[config.mk]
export PLATFORM = sky130hd
export DESIGN_NAME = jpeg2000_comment_stripper_unit_flat
export DESIGN_NICKNAME = d
export VERILOG_FILES = /design/src/sv/jcs_pkg.sv /design/src/sv/jcs_in_if.sv /design/src/sv/jcs_out_if.sv /design/src/sv/jpeg2000_comment_stripper_unit.sv /design/src/flat_wrapper.sv
export SDC_FILE = /design/constraint.sdc
export NUM_CORES = 1
export LEC_CHECK = 0
export BUFFER_PORTS_ARGS = -buffer_cell sky130_fd_sc_hd__buf_4
export CAP_MARGIN = 10
export CORE_MARGIN = 5
export CORE_UTILIZATION = 65
export CTS_CLUSTER_SIZE = 14
export DETAILED_ROUTE_END_ITERATION = 6
export PLACE_DENSITY_LB_ADDON = 0.12
export SKIP_LAST_GASP = 1
export SLEW_MARGIN = 5
export SYNTH_ARGS = -nofsm -noshare
export SYNTH_HDL_FRONTEND = slang
export SYNTH_SLANG_ARGS = --single-unit
[constraint.sdc]
create_clock -name clk -period 21.2 [get_ports clk]
set_input_delay 3.18 -clock clk [delete_from_list [all_inputs] [get_ports clk]]
set_output_delay 3.18 -clock clk [all_outputs]
set_load 0.03 [all_outputs]
[src/sv/jcs_pkg.sv]
package jcs_pkg;

    // Marker bytes of the codestream
    localparam logic [7:0] MARK_PREFIX = 8'hff;
    localparam logic [7:0] MARK_SOC    = 8'h4f;
    localparam logic [7:0] MARK_SOT    = 8'h90;
    localparam logic [7:0] MARK_EOC    = 8'hd9;
    localparam logic [7:0] MARK_COM    = 8'h64;

    // Scan phase codes; the unused code behaves as PHASE_DONE
    localparam logic [1:0] PHASE_SEARCH = 2'd0;
    localparam logic [1:0] PHASE_HEADER = 2'd1;
    localparam logic [1:0] PHASE_DONE   = 2'd2;

    localparam int DELAY_DEPTH = 3;
    localparam int MAX_RESULTS = 4;
    localparam int DROP_W      = 17;

    typedef struct packed {
        logic [7:0] out_byte;
        logic       byte_valid;
        logic       end_of_stream;
    } result_t;

endpackage

[src/sv/jcs_in_if.sv]
interface jcs_in_if;
    logic       valid;
    logic       ready;
    logic [7:0] data_byte;
    logic       last_byte;

    modport source (output valid, output data_byte, output last_byte, input ready);
    modport sink   (input valid, input data_byte, input last_byte, output ready);
endinterface

[src/sv/jcs_out_if.sv]
interface jcs_out_if;
    logic       valid;
    logic       ready;
    logic [7:0] out_byte;
    logic       byte_valid;
    logic       end_of_stream;

    modport source (output valid, output out_byte, output byte_valid,
                    output end_of_stream, input ready);
    modport sink   (input valid, input out_byte, input byte_valid,
                    input end_of_stream, output ready);
endinterface

[src/sv/jpeg2000_comment_stripper_unit.sv]
// JPEG 2000 comment stripper.
// data_in carries the codestream one byte per request, last_byte on the final
// byte. data_out returns the same stream with the first COM segment (FF 64,
// its length field and body) removed, once FF 4F has been seen and before
// FF 90 or FF D9. A three-byte delay line provides the lookahead, so output
// trails input by three bytes; a byte request in mid-stream gives zero or one
// result, the final request gives one to four (the delay line is flushed, or
// one empty result with byte_valid low marks the end).
// Latency: a result is presented the cycle after the request that caused it.
// Throughput: one byte per cycle while the receiver takes each result, set by
// the single result buffer that is drained and reloaded in the same cycle;
// after a final byte the input waits until its last result leaves.
// Reset clears the scan phase, delay line and drop counter; the same happens
// after every final byte. When the receiver stalls, the pending result holds
// and data_in.ready stays low until the last pending result is taken.
module jpeg2000_comment_stripper_unit (
    input  logic             clk,
    input  logic             rst_n,
    jcs_in_if.sink           data_in,
    jcs_out_if.source        data_out
);

    // Stream state
    logic [1:0]                  phase_reg, phase_next;
    logic [7:0]                  dly_reg [jcs_pkg::DELAY_DEPTH];
    logic [7:0]                  dly_next [jcs_pkg::DELAY_DEPTH];
    logic [1:0]                  cnt_reg, cnt_next;
    logic [jcs_pkg::DROP_W-1:0]  drop_reg, drop_next;

    // Result buffer
    jcs_pkg::result_t            res_reg [jcs_pkg::MAX_RESULTS];
    jcs_pkg::result_t            res_next [jcs_pkg::MAX_RESULTS];
    logic [2:0]                  left_reg;
    logic [1:0]                  idx_reg;
    logic [2:0]                  res_cnt;

    // Step intermediates
    logic [7:0]                  cand_byte [jcs_pkg::MAX_RESULTS];
    logic                        cand_en   [jcs_pkg::MAX_RESULTS];
    logic [jcs_pkg::DROP_W-1:0]  drop_work;
    logic [1:0]                  phase_work;
    logic [7:0]                  shift_dly [jcs_pkg::DELAY_DEPTH];
    logic [1:0]                  shift_cnt;
    logic                        searching;
    logic                        in_fire;
    logic                        out_fire;

    assign in_fire  = data_in.valid && data_in.ready;
    assign out_fire = data_out.valid && data_out.ready;

    // Accept a new byte when the buffer is empty or its last result leaves now
    assign data_in.ready = (left_reg == 3'd0) || (left_reg == 3'd1 && data_out.ready);

    assign data_out.valid         = (left_reg != 3'd0);
    assign data_out.out_byte      = res_reg[idx_reg].out_byte;
    assign data_out.byte_valid    = res_reg[idx_reg].byte_valid;
    assign data_out.end_of_stream = res_reg[idx_reg].end_of_stream;

    assign searching = (phase_reg == jcs_pkg::PHASE_SEARCH)
                    || (phase_reg == jcs_pkg::PHASE_HEADER);

    // Process one byte: marker detection, delay line shift, drop and flush
    always_comb
    begin
        drop_work  = drop_reg;
        phase_work = phase_reg;
        shift_dly  = dly_reg;
        shift_cnt  = cnt_reg;

        // Look for a marker at the oldest byte of a full delay line
        if (cnt_reg == 2'd3 && drop_reg == '0 && searching
            && dly_reg[0] == jcs_pkg::MARK_PREFIX)
        begin
            priority if (dly_reg[1] == jcs_pkg::MARK_SOC)
            begin
                phase_work = jcs_pkg::PHASE_HEADER;
            end
            else if (dly_reg[1] == jcs_pkg::MARK_SOT || dly_reg[1] == jcs_pkg::MARK_EOC)
            begin
                phase_work = jcs_pkg::PHASE_DONE;
            end
            else if (phase_reg == jcs_pkg::PHASE_HEADER && dly_reg[1] == jcs_pkg::MARK_COM)
            begin
                drop_work  = jcs_pkg::DROP_W'({1'b0, dly_reg[2], data_in.data_byte})
                           + jcs_pkg::DROP_W'(2);
                phase_work = jcs_pkg::PHASE_DONE;
            end
        end

        // Shift the delay line or fill it
        if (cnt_reg == 2'd3)
        begin
            shift_dly[0] = dly_reg[1];
            shift_dly[1] = dly_reg[2];
            shift_dly[2] = data_in.data_byte;
        end
        else
        begin
            shift_dly[cnt_reg] = data_in.data_byte;
            shift_cnt          = cnt_reg + 2'd1;
        end

        // Candidate bytes in output order: the byte leaving the line, then the flush
        cand_byte[0] = dly_reg[0];
        cand_en[0]   = (cnt_reg == 2'd3);
        for (int k = 0; k < jcs_pkg::DELAY_DEPTH; k++)
        begin
            cand_byte[k+1] = shift_dly[k];
            cand_en[k+1]   = data_in.last_byte && (2'(k) < shift_cnt);
        end

        // Drop or pass each candidate
        res_cnt = 3'd0;
        for (int k = 0; k < jcs_pkg::MAX_RESULTS; k++)
        begin
            res_next[k] = '0;
        end
        for (int k = 0; k < jcs_pkg::MAX_RESULTS; k++)
        begin
            if (cand_en[k])
            begin
                if (drop_work != '0)
                begin
                    drop_work = drop_work - jcs_pkg::DROP_W'(1);
                end
                else
                begin
                    res_next[res_cnt[1:0]].out_byte   = cand_byte[k];
                    res_next[res_cnt[1:0]].byte_valid = 1'b1;
                    res_cnt = res_cnt + 3'd1;
                end
            end
        end

        // Mark the end of the stream and return to the reset state
        if (data_in.last_byte)
        begin
            if (res_cnt == 3'd0)
            begin
                res_cnt = 3'd1;
            end
            res_next[2'(res_cnt - 3'd1)].end_of_stream = 1'b1;
            phase_next = jcs_pkg::PHASE_SEARCH;
            cnt_next   = 2'd0;
            drop_next  = '0;
            for (int k = 0; k < jcs_pkg::DELAY_DEPTH; k++)
            begin
                dly_next[k] = 8'd0;
            end
        end
        else
        begin
            phase_next = phase_work;
            cnt_next   = shift_cnt;
            drop_next  = drop_work;
            dly_next   = shift_dly;
        end
    end

    // Advance stream state on each accepted byte
    always_ff @(posedge clk or negedge rst_n)
    begin
        if (!rst_n)
        begin
            phase_reg <= jcs_pkg::PHASE_SEARCH;
            cnt_reg   <= 2'd0;
            drop_reg  <= '0;
            for (int k = 0; k < jcs_pkg::DELAY_DEPTH; k++)
            begin
                dly_reg[k] <= 8'd0;
            end
        end
        else if (in_fire)
        begin
            phase_reg <= phase_next;
            cnt_reg   <= cnt_next;
            drop_reg  <= drop_next;
            dly_reg   <= dly_next;
        end
    end

    // Hold results until taken; load a new set on each accepted byte
    always_ff @(posedge clk or negedge rst_n)
    begin
        if (!rst_n)
        begin
            left_reg <= 3'd0;
            idx_reg  <= 2'd0;
        end
        else if (in_fire)
        begin
            left_reg <= res_cnt;
            idx_reg  <= 2'd0;
        end
        else if (out_fire)
        begin
            left_reg <= left_reg - 3'd1;
            idx_reg  <= idx_reg + 2'd1;
        end
    end

    always_ff @(posedge clk)
    begin
        if (in_fire)
        begin
            res_reg <= res_next;
        end
    end

endmodule

[src/flat_wrapper.sv]
// flat-port wrapper written by rule: the top's interface ports become plain ports
module jpeg2000_comment_stripper_unit_flat 
  (clk, rst_n, data_in_valid, data_in_data_byte, data_in_last_byte, data_in_ready, data_out_valid, data_out_out_byte, data_out_byte_valid, data_out_end_of_stream, data_out_ready);
  jcs_in_if data_in_i ();
  jcs_out_if data_out_i ();
  input  logic clk;
  input  logic rst_n;
  input wire logic [$bits(data_in_i.valid)-1:0] data_in_valid;
  input wire logic [$bits(data_in_i.data_byte)-1:0] data_in_data_byte;
  input wire logic [$bits(data_in_i.last_byte)-1:0] data_in_last_byte;
  output wire logic [$bits(data_in_i.ready)-1:0] data_in_ready;
  output wire logic [$bits(data_out_i.valid)-1:0] data_out_valid;
  output wire logic [$bits(data_out_i.out_byte)-1:0] data_out_out_byte;
  output wire logic [$bits(data_out_i.byte_valid)-1:0] data_out_byte_valid;
  output wire logic [$bits(data_out_i.end_of_stream)-1:0] data_out_end_of_stream;
  input wire logic [$bits(data_out_i.ready)-1:0] data_out_ready;
  assign data_in_i.valid = data_in_valid;
  assign data_in_i.data_byte = data_in_data_byte;
  assign data_in_i.last_byte = data_in_last_byte;
  assign data_in_ready = data_in_i.ready;
  assign data_out_valid = data_out_i.valid;
  assign data_out_out_byte = data_out_i.out_byte;
  assign data_out_byte_valid = data_out_i.byte_valid;
  assign data_out_end_of_stream = data_out_i.end_of_stream;
  assign data_out_i.ready = data_out_ready;
  jpeg2000_comment_stripper_unit u_core (.clk(clk), .rst_n(rst_n), .data_in(data_in_i), .data_out(data_out_i));
endmodule
==> impl_metrics.ini <==
[placed_design]
globalplace.congestion = 0.970
place.detailed.hpwl_um = 18400
placement.io_buffers = 24

[grt]
grt_overflow = 0
first_global_vias = 7488
grt_antenna_before_repair = 0
grt_first_pass_wirelength_um = 40000
global_route.usage.total_pct = 34.4
met3_routing_resource_usage_after_global_routing_pct = 5.22
met2_usage_pct = 56.9
grt_start_max_net_pins = 62
busiest_layer = met2
met1_layer_usage_reported_by_global_route_pct = 43.7

[logic_synthesis]
syn_nets = 974
ys_types = 90
post_synth_inst_count = 938
synth_area_um2 = 8050
synth-async-reset-ratio_pct = 55.6
yosysWarnings = 0
synth-edff-count = 40
synthesis.area_per_instance_um2 = 8.58
portion_of_the_post_synthesis_area_used_by_sequential_elements_pct = 30.5
synth_top_flop_cell = dfrtp_1
synth.ff_latch_count = 90

[sta]
maximum_clock_skew_at_final_layout_ps = 14.0
worst_pin_slew_ps = 1040
timing.final.hold_violations = 0
post-route-period-util_pct = 48.2
rsz0062_at_grt = no
slew_viol_final = 0
setup_tns_ps = 0
setup_viol_count_final = 0
final_period_minus_worst_setup_slack_ps = 10210
worst_slew_margin_rel_pct = 30.7
fmaxAchievable_mhz = 97.9

[critical_path]
reg2reg_slack_ps = 11980
cp.required_ps = 21250
timing.critical_path.to = u_core.res_reg[35]
critical-path-slowest-cell = and3b_1
endpoint_kind = register
ff2ff_path_depth = 29
critical_path_arrival_ps = 10260
timing.setup.critical_path_class = in2reg
worst_r2r_endpoint = u_core.res_reg[35]
critical_path.max_stage_delay_ps = 670
maximum_fanout_along_the_worst_path = 12
reg2reg_from = u_core.cnt_reg[0]
worstSetupStartpoint = data_in_data_byte[3]
cpMostUsedCell = ha_1
timing.critical_path.from_type = primary input

[clock_network]
cts_hold_buf = 0
cts_post_setup_buffers_inserted = 0
cts.sink_count = 90
cts_inserted_buffers = 9
clock_tree.htree_level_count = 3
clk_transition_reported_paths_ps = 70
clk_latency_ps = 350
ctsResizeCount = 0
cts_tree = built
root_buffer = clkbuf_16
maximum_number_of_buffers_from_clock_root_to_sink = 2

[finish]
diodes = 0
largest_register_ffs = 40
layout-drive-gt1-share_pct = 10.3
final_stage_net_count = 959
synthToLayoutAreaGrowth_pct = 6.03

[route]
detail_route.iter0.violations = 1260
viasPerCell = 7.16
firstDrtPassIters = 6
drcViolationCount = 0
antenna_left = 0
wl_per_cell_um = 22.8
vias = 7843
routed_wl_um = 25000

[job]
drv_cap = 0

[worst_hold_path]
timing.hold.worst_path_depth = 2
min-delay-path-class = reg2reg

[die]
start_util_pct = 66.8
cell_rows = 40
num_io_pins = 25
die-area_um2 = 14700
fp.dieH_um = 121
core_area_um2 = 12100
die_x_um = 121

[run_status]
outcome = finished, final reports clean
cell families after synthesis:
kind of cell	count (synthesis)	share of synthesized area, %
AOI/OAI and AO/OA	266	22.0
xor gates and xnor gates	34	3.70
muxes	75	11.0
adders and majority gates	23	3.57
buffers and inverters	76	3.93
DFF	90	30.5
and+or+nand+nor	374	25.3
critical path: cells and delay by family:
family	cells	cell delay, ps
mux	2	590
buf+inv	2	280
xor+xnor	2	440
simple gates	11	3060
fa+ha+maj	3	630
compound gates	7	2070
through the flow:
step | cells | instance area, um^2 | hold slack, ps | worst slack [ps] | util [%]
final | 1096 | 8540 | 503 | 10990 | 70.8
after global routing | 1096 | 8540 | 547 | 10370 | 70.8
after global placement | 1080 | 8240 | 473 | 11050 | 68.3
after detailed placement | 1080 | 8240 | 496 | 10750 | 68.3
after CTS | 1096 | 8540 | 512 | 11090 | 70.8
after floorplan | 938 | 8050 | 456 | 12020 | -
synth_stat cells, types with 11 or more instances:
cell type	n	area, um^2
mux2i_1	58	581
a31oi_1	23	144
dfrtp_1	50	1250
xor2_1	18	158
o21ai_0	44	220
ha_1	23	288
nand4_1	15	93.8
or3_1	16	100
a21o_1	11	82.6
nor3_1	40	200
nor2_1	60	225
inv_1	22	82.6
clkbuf_1	34	128
xnor2_1	16	140
a21oi_1	68	340
edfxtp_1	40	1200
o31ai_1	20	150
and2_1	11	68.8
nand2_1	111	417
nand3_1	30	150
nor4_1	12	75.1
final cells by class:
cell class                 count  area, um^2
inverter                      22        82.6
clock buffer                   9         225
tap                          168         210
sequential                    90        2450
clock inverter                 7        71.3
timing repair buffer          28         210
fill                         945        3520
multi-input combinational    772        5290
layer usage:
layer / vias to the layer above / share of wire (%) / routed length, um
met1: 3747 / 39 / 9820
met2: 455 / 47 / 11800
met3: 93 / 8.3 / 2080
li1: 3548 / - / -
met5: - / 0 / 0
met4: 0 / 5.2 / 1290
cells in the final DEF (no fill, tap or decap), drive strengths merged, types with 7 or more instances in the layout:
| cell | Yosys | final |
|---|---|---|
| nand2 | 116 | 116 |
| a21oi | 68 | 68 |
| nor2 | 61 | 61 |
| mux2i | 58 | 58 |
| dfrtp | 50 | 50 |
| o21ai | 50 | 50 |
| nor3 | 44 | 44 |
| edfxtp | 40 | 40 |
| nand3 | 31 | 31 |
| buf | 20 | 28 |
| inv | 22 | 25 |
| a31oi | 23 | 23 |
| ha | 23 | 23 |
| o31ai | 20 | 20 |
| xor2 | 18 | 18 |
| or3 | 16 | 16 |
| xnor2 | 16 | 16 |
| nand4 | 16 | 16 |
| nor4 | 15 | 15 |
| and2 | 13 | 13 |
| a21o | 11 | 11 |
| mux4 | 10 | 10 |
| o221ai | 9 | 9 |
| a22o | 9 | 9 |
| clkbuf | 34 | 9 |
| o22ai | 8 | 8 |
| a211oi | 8 | 8 |
| nor2b | 7 | 7 |
| mux2 | 7 | 7 |
| or4 | 7 | 7 |
how the worst min path moves through the flow:
| stage | from | end | slack (ps) |
|---|---|---|---|
| after global routing | u_core.left_reg[1] | u_core.left_reg[1] | 550 |
| after global placement | u_core.left_reg[1] | u_core.left_reg[1] | 470 |
| after CTS | u_core.left_reg[1] | u_core.left_reg[1] | 510 |
| after detailed placement | u_core.left_reg[1] | u_core.left_reg[1] | 500 |
| after floorplan | u_core.left_reg[1] | u_core.left_reg[1] | 460 |
| final | u_core.left_reg[1] | u_core.left_reg[1] | 500 |
Power is not shown: default switching activity piles up to over one toggle a cycle in this logic, so the estimate is an artifact.
